[src/design/wav_header_chunk_parser_assert.svh]
// Assertion macros for the WAV header parser.
// Included by whcp_parse; the top level uses its macros too. No other dependencies.
`ifndef WAV_HEADER_CHUNK_PARSER_ASSERT_SVH
`define WAV_HEADER_CHUNK_PARSER_ASSERT_SVH
`ifndef SYNTHESIS
`define WHCP_ASSERT(lbl, clk, rstn, prop) \
	lbl: assert property (@(posedge clk) disable iff (!rstn) prop) \
		else $error("whcp assertion failed");
`define WHCP_ASSERT_NEVER(lbl, clk, rstn, expr) \
	`WHCP_ASSERT(lbl, clk, rstn, !(expr))
`else
`define WHCP_ASSERT(lbl, clk, rstn, prop)
`define WHCP_ASSERT_NEVER(lbl, clk, rstn, expr)
`endif
`endif

[src/design/whcp_pkg.sv]
// Shared types and constants for the WAV header parser.
// No dependencies; used by every module of the block.
`default_nettype none
package whcp_pkg;

	localparam logic [31:0] TAG_RIFF = 32'h5249_4646;
	localparam logic [31:0] TAG_WAVE = 32'h5741_5645;
	localparam logic [31:0] TAG_FMT  = 32'h666D_7420;
	localparam logic [31:0] TAG_DATA = 32'h6461_7461;

	localparam logic [31:0] MIN_FILE_SIZE = 32'd44;
	localparam logic [31:0] MIN_FMT_SIZE  = 32'd16;
	localparam logic [31:0] POS_RIFF_END  = 32'd3;
	localparam logic [31:0] POS_WAVE_END  = 32'd11;
	localparam logic [32:0] FIRST_CHUNK   = 33'd12;
	localparam logic [32:0] HDR_LEN       = 33'd8;
	localparam logic [32:0] HDR_TAG_LEN   = 33'd4;
	localparam logic [32:0] HDR_LAST      = 33'd7;

	localparam logic [3:0] ST_OK         = 4'd0;
	localparam logic [3:0] ST_SMALL      = 4'd1;
	localparam logic [3:0] ST_NO_RIFF    = 4'd2;
	localparam logic [3:0] ST_NO_WAVE    = 4'd3;
	localparam logic [3:0] ST_FMT_SHORT  = 4'd4;
	localparam logic [3:0] ST_FMT_RANGE  = 4'd5;
	localparam logic [3:0] ST_DATA_EARLY = 4'd6;
	localparam logic [3:0] ST_DATA_RANGE = 4'd7;
	localparam logic [3:0] ST_MISSING    = 4'd8;
	localparam logic [3:0] ST_NOT_PCM    = 4'd9;

	localparam logic [15:0] FMT_PCM = 16'd1;

	localparam int OUT_W = 152;

	typedef enum logic [4:0] {
		PH_RIFF = 5'b00001,
		PH_HDR  = 5'b00010,
		PH_FMT  = 5'b00100,
		PH_SKIP = 5'b01000,
		PH_DONE = 5'b10000
	} whcp_phase_t;

	typedef struct packed {
		logic       last_byte;
		logic [7:0] data_byte;
	} whcp_item_t;

	typedef struct packed {
		logic [31:0] data_length;
		logic [31:0] data_offset;
		logic [15:0] sample_bits;
		logic [31:0] sample_rate;
		logic [15:0] channel_count;
		logic [15:0] audio_format;
		logic [3:0]  status;
	} whcp_result_t;

endpackage
`default_nettype wire

[src/design/whcp_in_reg.sv]
// Input register stage of the WAV header parser.
// Depends on whcp_pkg for the request type.
`default_nettype none
module whcp_in_reg (
	input  wire                 clk,
	input  wire                 arst_n,
	input  wire                 s_tvalid,
	output logic                s_tready,
	input  wire  [7:0]          s_tdata,   // data_byte [7:0]
	input  wire                 s_tlast,   // last_byte
	input  wire                 take,
	output logic                valid_s1,
	output whcp_pkg::whcp_item_t item_s1
);

	assign s_tready = !valid_s1 || take;

	always_ff @(posedge clk or negedge arst_n) begin
		if (!arst_n) begin
			valid_s1 <= 1'b0;
		end else if (s_tready) begin
			valid_s1 <= s_tvalid;
		end
	end

	always_ff @(posedge clk) begin
		if (s_tready && s_tvalid) begin
			item_s1.data_byte <= s_tdata;
			item_s1.last_byte <= s_tlast;
		end
	end

endmodule
`default_nettype wire

[src/design/whcp_parse.sv]
// Parser state and per-byte decision logic of the WAV header parser.
// Depends on whcp_pkg and the assertion macro header.
`default_nettype none
`include "wav_header_chunk_parser_assert.svh"
module whcp_parse (
	input  wire                   clk,
	input  wire                   arst_n,
	input  wire                   take,
	input  whcp_pkg::whcp_item_t  item,
	input  wire  [31:0]           bsize,
	output logic                  res_valid,
	output whcp_pkg::whcp_result_t res
);

	whcp_pkg::whcp_phase_t phase_q, n_phase, ph;
	logic [31:0] pos_q, n_pos;
	logic [31:0] tag_q, n_tag;
	logic [31:0] size_q, n_size;
	logic [32:0] cend_q, n_cend;
	logic [32:0] body_q, n_body;
	logic        fmt_seen_q, n_fmt_seen;
	logic        given_q, n_given;
	logic [15:0] afmt_q, n_afmt;
	logic [15:0] chans_q, n_chans;
	logic [31:0] rate_q, n_rate;
	logic [15:0] bits_q, n_bits;

	logic [7:0]  b;
	logic [31:0] tag_sh, size_sh;
	logic [33:0] diff;
	logic        pos_ge;
	logic [32:0] k;
	logic [32:0] rel;
	logic        rel_small;
	logic        hdr_fits;
	logic [32:0] body;
	logic [33:0] chunk_stop;
	logic        stop_over;
	logic        active;

	assign b         = item.data_byte;
	assign tag_sh    = {tag_q[23:0], b};
	assign size_sh   = {b, size_q[31:8]};
	assign diff      = {2'b00, pos_q} - {1'b0, cend_q};
	assign pos_ge    = !diff[33];
	assign k         = diff[32:0];
	assign rel       = {1'b0, pos_q} - body_q;
	assign rel_small = (rel[32:4] == '0);
	assign hdr_fits  = ({1'b0, cend_q} + {1'b0, whcp_pkg::HDR_LEN}) <= {2'b00, bsize};
	assign body      = cend_q + whcp_pkg::HDR_LEN;
	assign chunk_stop = {1'b0, body} + {2'b00, size_sh};
	assign stop_over = chunk_stop > {2'b00, bsize};
	assign active    = !given_q && (phase_q != whcp_pkg::PH_DONE) && (pos_q < bsize);

	always_comb begin
		n_phase    = phase_q;
		n_pos      = pos_q;
		n_tag      = tag_q;
		n_size     = size_q;
		n_cend     = cend_q;
		n_body     = body_q;
		n_fmt_seen = fmt_seen_q;
		n_given    = given_q;
		n_afmt     = afmt_q;
		n_chans    = chans_q;
		n_rate     = rate_q;
		n_bits     = bits_q;
		res_valid  = 1'b0;
		res        = '0;
		ph         = phase_q;

		if (take && active) begin
			case (phase_q)
				whcp_pkg::PH_RIFF: begin
					if (pos_q == '0 && bsize < whcp_pkg::MIN_FILE_SIZE) begin
						res_valid  = 1'b1;
						res.status = whcp_pkg::ST_SMALL;
					end else begin
						n_tag = tag_sh;
						if (pos_q == whcp_pkg::POS_RIFF_END && tag_sh != whcp_pkg::TAG_RIFF) begin
							res_valid  = 1'b1;
							res.status = whcp_pkg::ST_NO_RIFF;
						end else if (pos_q == whcp_pkg::POS_WAVE_END) begin
							if (tag_sh != whcp_pkg::TAG_WAVE) begin
								res_valid  = 1'b1;
								res.status = whcp_pkg::ST_NO_WAVE;
							end else begin
								n_cend  = whcp_pkg::FIRST_CHUNK;
								n_phase = whcp_pkg::PH_SKIP;
							end
						end
					end
				end
				default: begin
					// chunk boundary reached: next header only if it fits in the buffer
					if ((ph == whcp_pkg::PH_FMT || ph == whcp_pkg::PH_SKIP) && pos_ge) begin
						ph = hdr_fits ? whcp_pkg::PH_HDR : whcp_pkg::PH_DONE;
					end
					n_phase = ph;
					if (ph == whcp_pkg::PH_FMT && rel_small) begin
						case (rel[3:0])
							4'd0:    n_afmt[7:0]   = b;
							4'd1:    n_afmt[15:8]  = b;
							4'd2:    n_chans[7:0]  = b;
							4'd3:    n_chans[15:8] = b;
							4'd4:    n_rate[7:0]   = b;
							4'd5:    n_rate[15:8]  = b;
							4'd6:    n_rate[23:16] = b;
							4'd7:    n_rate[31:24] = b;
							4'd14:   n_bits[7:0]   = b;
							4'd15:   n_bits[15:8]  = b;
							default: n_bits        = bits_q;
						endcase
					end else if (ph == whcp_pkg::PH_HDR) begin
						if (k < whcp_pkg::HDR_TAG_LEN) begin
							n_tag = tag_sh;
						end else begin
							n_size = size_sh;
						end
						if (k == whcp_pkg::HDR_LAST) begin
							if (tag_q == whcp_pkg::TAG_FMT) begin
								if (size_sh < whcp_pkg::MIN_FMT_SIZE) begin
									res_valid  = 1'b1;
									res.status = whcp_pkg::ST_FMT_SHORT;
								end else if (stop_over) begin
									res_valid  = 1'b1;
									res.status = whcp_pkg::ST_FMT_RANGE;
								end else begin
									n_fmt_seen = 1'b1;
									n_cend     = chunk_stop[32:0];
									n_body     = body;
									n_phase    = whcp_pkg::PH_FMT;
								end
							end else if (tag_q == whcp_pkg::TAG_DATA) begin
								res_valid = 1'b1;
								if (!fmt_seen_q) begin
									res.status = whcp_pkg::ST_DATA_EARLY;
								end else if (stop_over) begin
									res.status = whcp_pkg::ST_DATA_RANGE;
								end else begin
									res.status = (afmt_q == whcp_pkg::FMT_PCM) ?
										whcp_pkg::ST_OK : whcp_pkg::ST_NOT_PCM;
									res.audio_format  = afmt_q;
									res.channel_count = chans_q;
									res.sample_rate   = rate_q;
									res.sample_bits   = bits_q;
									res.data_offset   = body[31:0];
									res.data_length   = size_sh;
								end
							end else begin
								n_cend  = chunk_stop[32:0];
								n_phase = whcp_pkg::PH_SKIP;
							end
						end
					end
				end
			endcase
			if (res_valid) begin
				n_given = 1'b1;
				n_phase = whcp_pkg::PH_DONE;
			end
		end

		if (take) begin
			if (pos_q != '1) begin
				n_pos = pos_q + 32'd1;
			end
			if (item.last_byte) begin
				if (!res_valid && !given_q) begin
					res_valid  = 1'b1;
					res        = '0;
					res.status = whcp_pkg::ST_MISSING;
				end
				n_phase    = whcp_pkg::PH_RIFF;
				n_pos      = '0;
				n_tag      = '0;
				n_size     = '0;
				n_cend     = '0;
				n_body     = '0;
				n_fmt_seen = 1'b0;
				n_given    = 1'b0;
				n_afmt     = '0;
				n_chans    = '0;
				n_rate     = '0;
				n_bits     = '0;
			end
		end
	end

	always_ff @(posedge clk or negedge arst_n) begin
		if (!arst_n) begin
			phase_q    <= whcp_pkg::PH_RIFF;
			pos_q      <= '0;
			tag_q      <= '0;
			size_q     <= '0;
			cend_q     <= '0;
			body_q     <= '0;
			fmt_seen_q <= 1'b0;
			given_q    <= 1'b0;
			afmt_q     <= '0;
			chans_q    <= '0;
			rate_q     <= '0;
			bits_q     <= '0;
		end else begin
			phase_q    <= n_phase;
			pos_q      <= n_pos;
			tag_q      <= n_tag;
			size_q     <= n_size;
			cend_q     <= n_cend;
			body_q     <= n_body;
			fmt_seen_q <= n_fmt_seen;
			given_q    <= n_given;
			afmt_q     <= n_afmt;
			chans_q    <= n_chans;
			rate_q     <= n_rate;
			bits_q     <= n_bits;
		end
	end

	`WHCP_ASSERT(a_phase_onehot, clk, arst_n, $onehot(phase_q))
	`WHCP_ASSERT(a_single_result, clk, arst_n, (take && given_q) |-> !res_valid)
	`WHCP_ASSERT(a_ok_needs_fmt, clk, arst_n, (res_valid && res.status == whcp_pkg::ST_OK) |-> fmt_seen_q)
	`WHCP_ASSERT(a_clear_on_last, clk, arst_n, (take && item.last_byte) |=> (pos_q == '0 && !given_q))
	`WHCP_ASSERT_NEVER(a_result_idle, clk, arst_n, res_valid && !take)

endmodule
`default_nettype wire

[src/design/whcp_out_reg.sv]
// Result register of the WAV header parser, holding one result until taken.
// Depends on whcp_pkg for the result type.
`default_nettype none
module whcp_out_reg (
	input  wire                    clk,
	input  wire                    arst_n,
	input  wire                    take,
	input  wire                    res_valid,
	input  whcp_pkg::whcp_result_t res,
	input  wire                    m_tready,
	output logic                   m_tvalid,
	output whcp_pkg::whcp_result_t res_s2
);

	always_ff @(posedge clk or negedge arst_n) begin
		if (!arst_n) begin
			m_tvalid <= 1'b0;
		end else if (take) begin
			m_tvalid <= res_valid;
		end else if (m_tready) begin
			m_tvalid <= 1'b0;
		end
	end

	always_ff @(posedge clk) begin
		if (take && res_valid) begin
			res_s2 <= res;
		end
	end

endmodule
`default_nettype wire

[src/design/wav_header_chunk_parser.sv]
// Top level of the WAV header parser: size register, input stage, parser, result register.
// Depends on whcp_pkg, whcp_in_reg, whcp_parse and whcp_out_reg.
//
// Takes a WAV file one byte per request on the s_ side (s_tlast on the final
// byte of each buffer) and gives at most one result per buffer on the m_ side:
// status, fmt fields, data offset and data size. The buffer length is written
// through cfg_data beforehand; cfg_ready is always high. Throughput is one byte
// per clock, limited only by output back-pressure on the single result
// register; the completing byte is registered, then its result.
`default_nettype none
module wav_header_chunk_parser (
	input  wire                        clk,
	input  wire                        arst_n,
	input  wire                        s_tvalid,
	output logic                       s_tready,
	input  wire  [7:0]                 s_tdata,  // data_byte [7:0]
	input  wire                        s_tlast,  // last_byte
	output logic                       m_tvalid,
	input  wire                        m_tready,
	// status [3:0], audio_format [19:4], channel_count [35:20], sample_rate [67:36],
	// sample_bits [83:68], data_offset [115:84], data_length [147:116], zero [151:148]
	output logic [whcp_pkg::OUT_W-1:0] m_tdata,
	input  wire                        cfg_valid,
	output logic                       cfg_ready,
	input  wire  [31:0]                cfg_data
);

	logic [31:0]            buf_size_q;
	logic                   valid_s1;
	whcp_pkg::whcp_item_t   item_s1;
	logic                   take;
	logic                   res_valid;
	whcp_pkg::whcp_result_t res;
	whcp_pkg::whcp_result_t res_s2;

	assign cfg_ready = 1'b1;

	always_ff @(posedge clk or negedge arst_n) begin
		if (!arst_n) begin
			buf_size_q <= '0;
		end else if (cfg_valid) begin
			buf_size_q <= cfg_data;
		end
	end

	// a byte moves on unless an untaken result would be overwritten
	assign take = valid_s1 && (!m_tvalid || m_tready);

	whcp_in_reg u_in (
		.clk      (clk),
		.arst_n   (arst_n),
		.s_tvalid (s_tvalid),
		.s_tready (s_tready),
		.s_tdata  (s_tdata),
		.s_tlast  (s_tlast),
		.take     (take),
		.valid_s1 (valid_s1),
		.item_s1  (item_s1)
	);

	whcp_parse u_parse (
		.clk       (clk),
		.arst_n    (arst_n),
		.take      (take),
		.item      (item_s1),
		.bsize     (buf_size_q),
		.res_valid (res_valid),
		.res       (res)
	);

	whcp_out_reg u_out (
		.clk       (clk),
		.arst_n    (arst_n),
		.take      (take),
		.res_valid (res_valid),
		.res       (res),
		.m_tready  (m_tready),
		.m_tvalid  (m_tvalid),
		.res_s2    (res_s2)
	);

	assign m_tdata = {{(whcp_pkg::OUT_W - $bits(whcp_pkg::whcp_result_t)){1'b0}}, res_s2};

	`WHCP_ASSERT(a_cfg_sticks, clk, arst_n, (cfg_valid && cfg_ready) |=> (buf_size_q == $past(cfg_data)))

endmodule
`default_nettype wire
[config.mk]
export PLATFORM = sky130hd
export DESIGN_NAME = wav_header_chunk_parser
export DESIGN_NICKNAME = d
export VERILOG_FILES = /design/src/design/whcp_pkg.sv /design/src/design/whcp_in_reg.sv /design/src/design/whcp_parse.sv /design/src/design/whcp_out_reg.sv /design/src/design/wav_header_chunk_parser.sv
export VERILOG_INCLUDE_DIRS = /design/src /design/src/design
export SDC_FILE = /design/constraint.sdc
export NUM_CORES = 1
export LEC_CHECK = 0
export BUFFER_PORTS_ARGS = -buffer_cell sky130_fd_sc_hd__buf_2
export CAP_MARGIN = 20
export CORE_ASPECT_RATIO = 0.8
export CORE_MARGIN = 2
export CORE_UTILIZATION = 68
export CTS_BUF_LIST = sky130_fd_sc_hd__clkbuf_2
export CTS_CLUSTER_DIAMETER = 120
export DETAILED_ROUTE_END_ITERATION = 12
export PLACE_DENSITY = 0.9
export SLEW_MARGIN = 15
export SYNTH_ARGS = -nofsm -noshare
export SYNTH_HDL_FRONTEND = slang
export SYNTH_SLANG_ARGS = --single-unit
[constraint.sdc]
create_clock -name clk -period 19.7 [get_ports clk]
set_input_delay 1.97 -clock clk [delete_from_list [all_inputs] [get_ports clk]]
set_output_delay 1.97 -clock clk [all_outputs]
set_load 0.03 [all_outputs]
==> impl_summary.txt <==
----------------------------------------------------
[Cells and area]
  Filler cell count in the final layout ... 2627
  Count of nets after finishing ... 3274
  Non-filler cells, final ... 3661
  Area Growth Syn to Fin ... 9.05%
  Fraction of layout instances using a drive strength above 1 ... 0.144
  Core Util, Final ... 0.748

[Synthesis]
  Cell variety after synth ... 87
  Post-synth EDFFs ... 157
  Cells taking the most area after synthesis ... sky130_fd_sc_hd__dfrtp_1 (25%), sky130_fd_sc_hd__edfxtp_1 (17%), sky130_fd_sc_hd__ha_1 (9.1%), sky130_fd_sc_hd__mux2i_1 (5.3%), sky130_fd_sc_hd__nand2_1 (4.8%)
  Share of Yosys cell area claimed by the top area cell type ... 0.254
  Netlist Area Pre-Place ... 27000 um^2
  Count of state elements after synthesis ... 432
  Mean cell area of the mapped netlist ... 9.51 um^2
  Async S/R FF share, synth ... 0.637
  Cell accounting for the most synthesized area ... sky130_fd_sc_hd__dfrtp_1
  Number of instances in the synthesized netlist ... 2834
  Most used flip-flop cell after synthesis ... sky130_fd_sc_hd__dfrtp_1
  Yosys warnings ... 0
  Sequential area share after synthesis ... 0.430

[Floorplanning]
  Die X-Extent ... 227 um
  Standard-cell row count ... 65
  Effective utilization at floorplan ... 0.686
  Boundary Pins ... 201
  Placeable core region ... 39300 um^2
  Area of the die ... 41300 um^2
  Vertical die dimension ... 182 um

[Worst hold path]
  Cells on Worst Hold Path ... 1
  Hold/Removal Path Class ... flip-flop to flip-flop
  Sink of the worst hold path ... u_out.res_s2[72]$_DFFE_PP_
  Hold Path Origin ... u_parse.bits_q[4]$_DFF_PN0_

[STA]
  Slew @ Worst Pin ... 1250 ps
  Final setup TNS ... 0 ps
  Part of the cycle the worst path needs ... 0.463
  Relative max-transition margin ... 0.168
  Skew final ... 124 ps
  Count of pins over their slew limit ... 0
  F_max ... 0.110 GHz
  Tmin final ... 9130 ps
  Final Hold Vio Count ... 0
  Post-route worst hold slack ... 520 ps
  Setup repair after global routing missed its margin ... false
  Final count of negative-setup-slack endpoints ... 0

[GRT]
  Met2 track utilization from global routing ... 0.654
  Via count of the first global-routing pass ... 24200
  Antenna violations before repair ... 6
  Met1 Resource Use GR ... 0.658
  Remaining Overflow, GRT ... 0
  Most crowded layer after global routing ... met1
  Global-route total usage across every layer ... 0.473
  Maximum number of pins on one net before global-route repair ... 119
  First-pass GRT wire length ... 145 mm
  Global-route track usage on met3 ... 0.189

[Setup path]
  WP data required ... 20440 ps
  Timing startpoint of the critical path ... u_parse.cend_q[6]$_DFF_PN0_
  FF-to-FF Start ... u_parse.cend_q[6]$_DFF_PN0_
  Logic depth of the worst register-to-register path ... 28
  Biggest fanout along the worst timing path ... 81
  CP Data Arrival Time ... 9870 ps
  Endpoint of the most critical register-to-register path ... u_out.res_s2[22]$_DFFE_PP_
  Critical Path Sink Type ... flip-flop
  Largest stage delay on the critical path ... 930 ps
  Crit Path Category ... flip-flop to flip-flop
  Slowest library cell on the worst path ... sky130_fd_sc_hd__buf_4
  Register-to-register setup slack ... 10570 ps
  Worst Setup Start Kind ... flip-flop

[Placed design]
  Placer's final routability congestion estimate ... 1.07
  Half-perimeter wire length after detailed placement ... 72.5 mm
  Total of buffers placed on input and output ports ... 195
  Cells after DPL ... 3455

[Clock network]
  Number of post-CTS setup repair buffers ... 0
  Clock insertion delay at the later pin of the skew report ... 1230 ps
  Clock sink count ... 432
  Buffer type at the clock tree root ... sky130_fd_sc_hd__clkbuf_2
  Hold bufs inserted after CTS ... 0
  CTS buffer count ... 104
  Bufs on Longest Clock Path ... 3
  H-tree depth ... 3
  TritonCTS clock tree ... done
  Clock slew at reported path FFs ... 140 ps
  Resized cells post-CTS ... 0

[Routing]
  Routed wire length ... 98.8 mm
  ANT nets after route ... 0
  Initial detailed-routing violation count ... 4142
  Number of optimization iterations in the first detailed-route pass ... 7
  Vias per Instance ... 7.01
  Final routed wire length divided by cell count ... 27.0 um
  Vias post-DR ... 25700
  Residual DRC ... 0

[Power]
  Pwr Density ... 87.5 nW/um^2
  Worst voltage drop across the vdd grid ... 0.108 mV
  Leakage ... 0.0144 uW

[Status]
  Outcome ... complete, no violations

[Flow run]
  Max capacitance violation total ... 0

----------------------------------------------------
critical path, delay by kind of cell, from the launching register on:
| kind | cells | cell delay (ps) |
|---|---|---|
| compound gates | 10 | 2450 |
| simple gates | 11 | 2820 |
| xor+xnor | 2 | 660 |
| buf+inv | 3 | 1410 |
| flops | 1 | 490 |
| fa+ha+maj | 2 | 700 |
flip-flops by register name (all words and copies together) (netlist names):
register	count
u_parse.phase_q	5
u_in.item_s1	9
u_parse.tag_q	32
u_parse.bits_q	16
u_parse.afmt_q	16
u_parse.body_q	33
u_parse.fmt_seen_q	1
u_parse.cend_q	33
u_parse.rate_q	32
u_in.valid_s1	1
u_parse.size_q	24
u_parse.given_q	1
u_parse.pos_q	32
u_out.m_tvalid	1
u_parse.chans_q	16
buf_size_q	32
u_out.res_s2	148
synth_stat cells, types with 20 or more instances:
library cell / n
sky130_fd_sc_hd__clkbuf_1: 112
sky130_fd_sc_hd__nor3_1: 46
sky130_fd_sc_hd__o211ai_1: 23
sky130_fd_sc_hd__nor4_1: 40
sky130_fd_sc_hd__nand4_1: 70
sky130_fd_sc_hd__a21o_1: 51
sky130_fd_sc_hd__o21a_1: 22
sky130_fd_sc_hd__a211oi_1: 21
sky130_fd_sc_hd__edfxtp_1: 157
sky130_fd_sc_hd__mux2i_1: 142
sky130_fd_sc_hd__inv_1: 124
sky130_fd_sc_hd__xnor2_1: 68
sky130_fd_sc_hd__and4_1: 21
sky130_fd_sc_hd__nor2_1: 198
sky130_fd_sc_hd__and3_1: 158
sky130_fd_sc_hd__nand3_1: 56
sky130_fd_sc_hd__a21oi_1: 189
sky130_fd_sc_hd__dfrtp_1: 274
sky130_fd_sc_hd__ha_1: 196
sky130_fd_sc_hd__xor2_1: 49
sky130_fd_sc_hd__nand2_1: 342
sky130_fd_sc_hd__buf_2: 20
sky130_fd_sc_hd__o21ai_0: 143
sky130_fd_sc_hd__nand2b_1: 29
cells in the final DEF, fill, tap and decap left out, types with 68 or more instances in the layout:
cell,instances
sky130_fd_sc_hd__a21oi_1,187
sky130_fd_sc_hd__edfxtp_1,157
sky130_fd_sc_hd__nand2_1,341
sky130_fd_sc_hd__buf_2,195
sky130_fd_sc_hd__nand4_1,70
sky130_fd_sc_hd__inv_1,124
sky130_fd_sc_hd__xnor2_1,68
sky130_fd_sc_hd__clkbuf_2,157
sky130_fd_sc_hd__nor2_1,198
sky130_fd_sc_hd__o21ai_0,143
sky130_fd_sc_hd__and3_1,157
sky130_fd_sc_hd__mux2i_1,142
sky130_fd_sc_hd__ha_1,196
sky130_fd_sc_hd__dfrtp_1,274
final cells by class:
cell class / instances / area, um^2 / area share
repair buffers: 227 / 1250 / 0.0424
multi-input cells: 2140 / 14400 / 0.489
clock buffers: 157 / 786 / 0.0267
diodes: 7 / 17.5 / 0.000596
clock inverters: 38 / 250 / 0.00851
well taps: 536 / 671 / 0.0228
flip-flops and latches: 432 / 11600 / 0.394
inverters: 124 / 465 / 0.0158
logic make-up after synthesis:
group	Yosys count	share of synthesized area
simple gates	1059	0.197
compound gates	612	0.146
flops	432	0.430
buf+inv	265	0.0395
fa+ha+maj	199	0.0932
mux	148	0.0552
xor+xnor	117	0.0380
other cells	2	0.000279
routing by layer:
layer,wire length [um],up-vias
met5,11,-
met4,4970,2
met3,15600,424
met2,40300,2221
met1,37800,12200
li1,-,10800
report_power, final:
group / leakage (uW) / switching [uW] / internal [uW]
Combinational: 0.00837 / 557 / 273
Clock: 0.000775 / 402 / 256
Sequential: 0.00528 / 78.7 / 1000
through the flow:
step                instance area [um^2]  setup slack [ps]  total power [uW]
global placement                   28300             11210              1840
finish                             29400             10570              2570
detailed placement                 28300             10830              1870
global route                       29400             10240              2650
CTS                                29300             10740              2520
floorplan                          27000             10930              1620
worst max-delay path by stage:
stage               depth (start not counted)                          to  slack [ps]
floorplan                                  26   u_out.res_s2[0]$_DFFE_PP_       10930
global placement                           28  u_out.res_s2[12]$_DFFE_PP_       11210
detailed placement                         26  u_out.res_s2[12]$_DFFE_PP_       10830
CTS                                        26  u_out.res_s2[23]$_DFFE_PP_       10740
global route                               28  u_out.res_s2[30]$_DFFE_PP_       10240
finish                                     28  u_out.res_s2[22]$_DFFE_PP_       10570
Power figures use the tool's default switching activity.
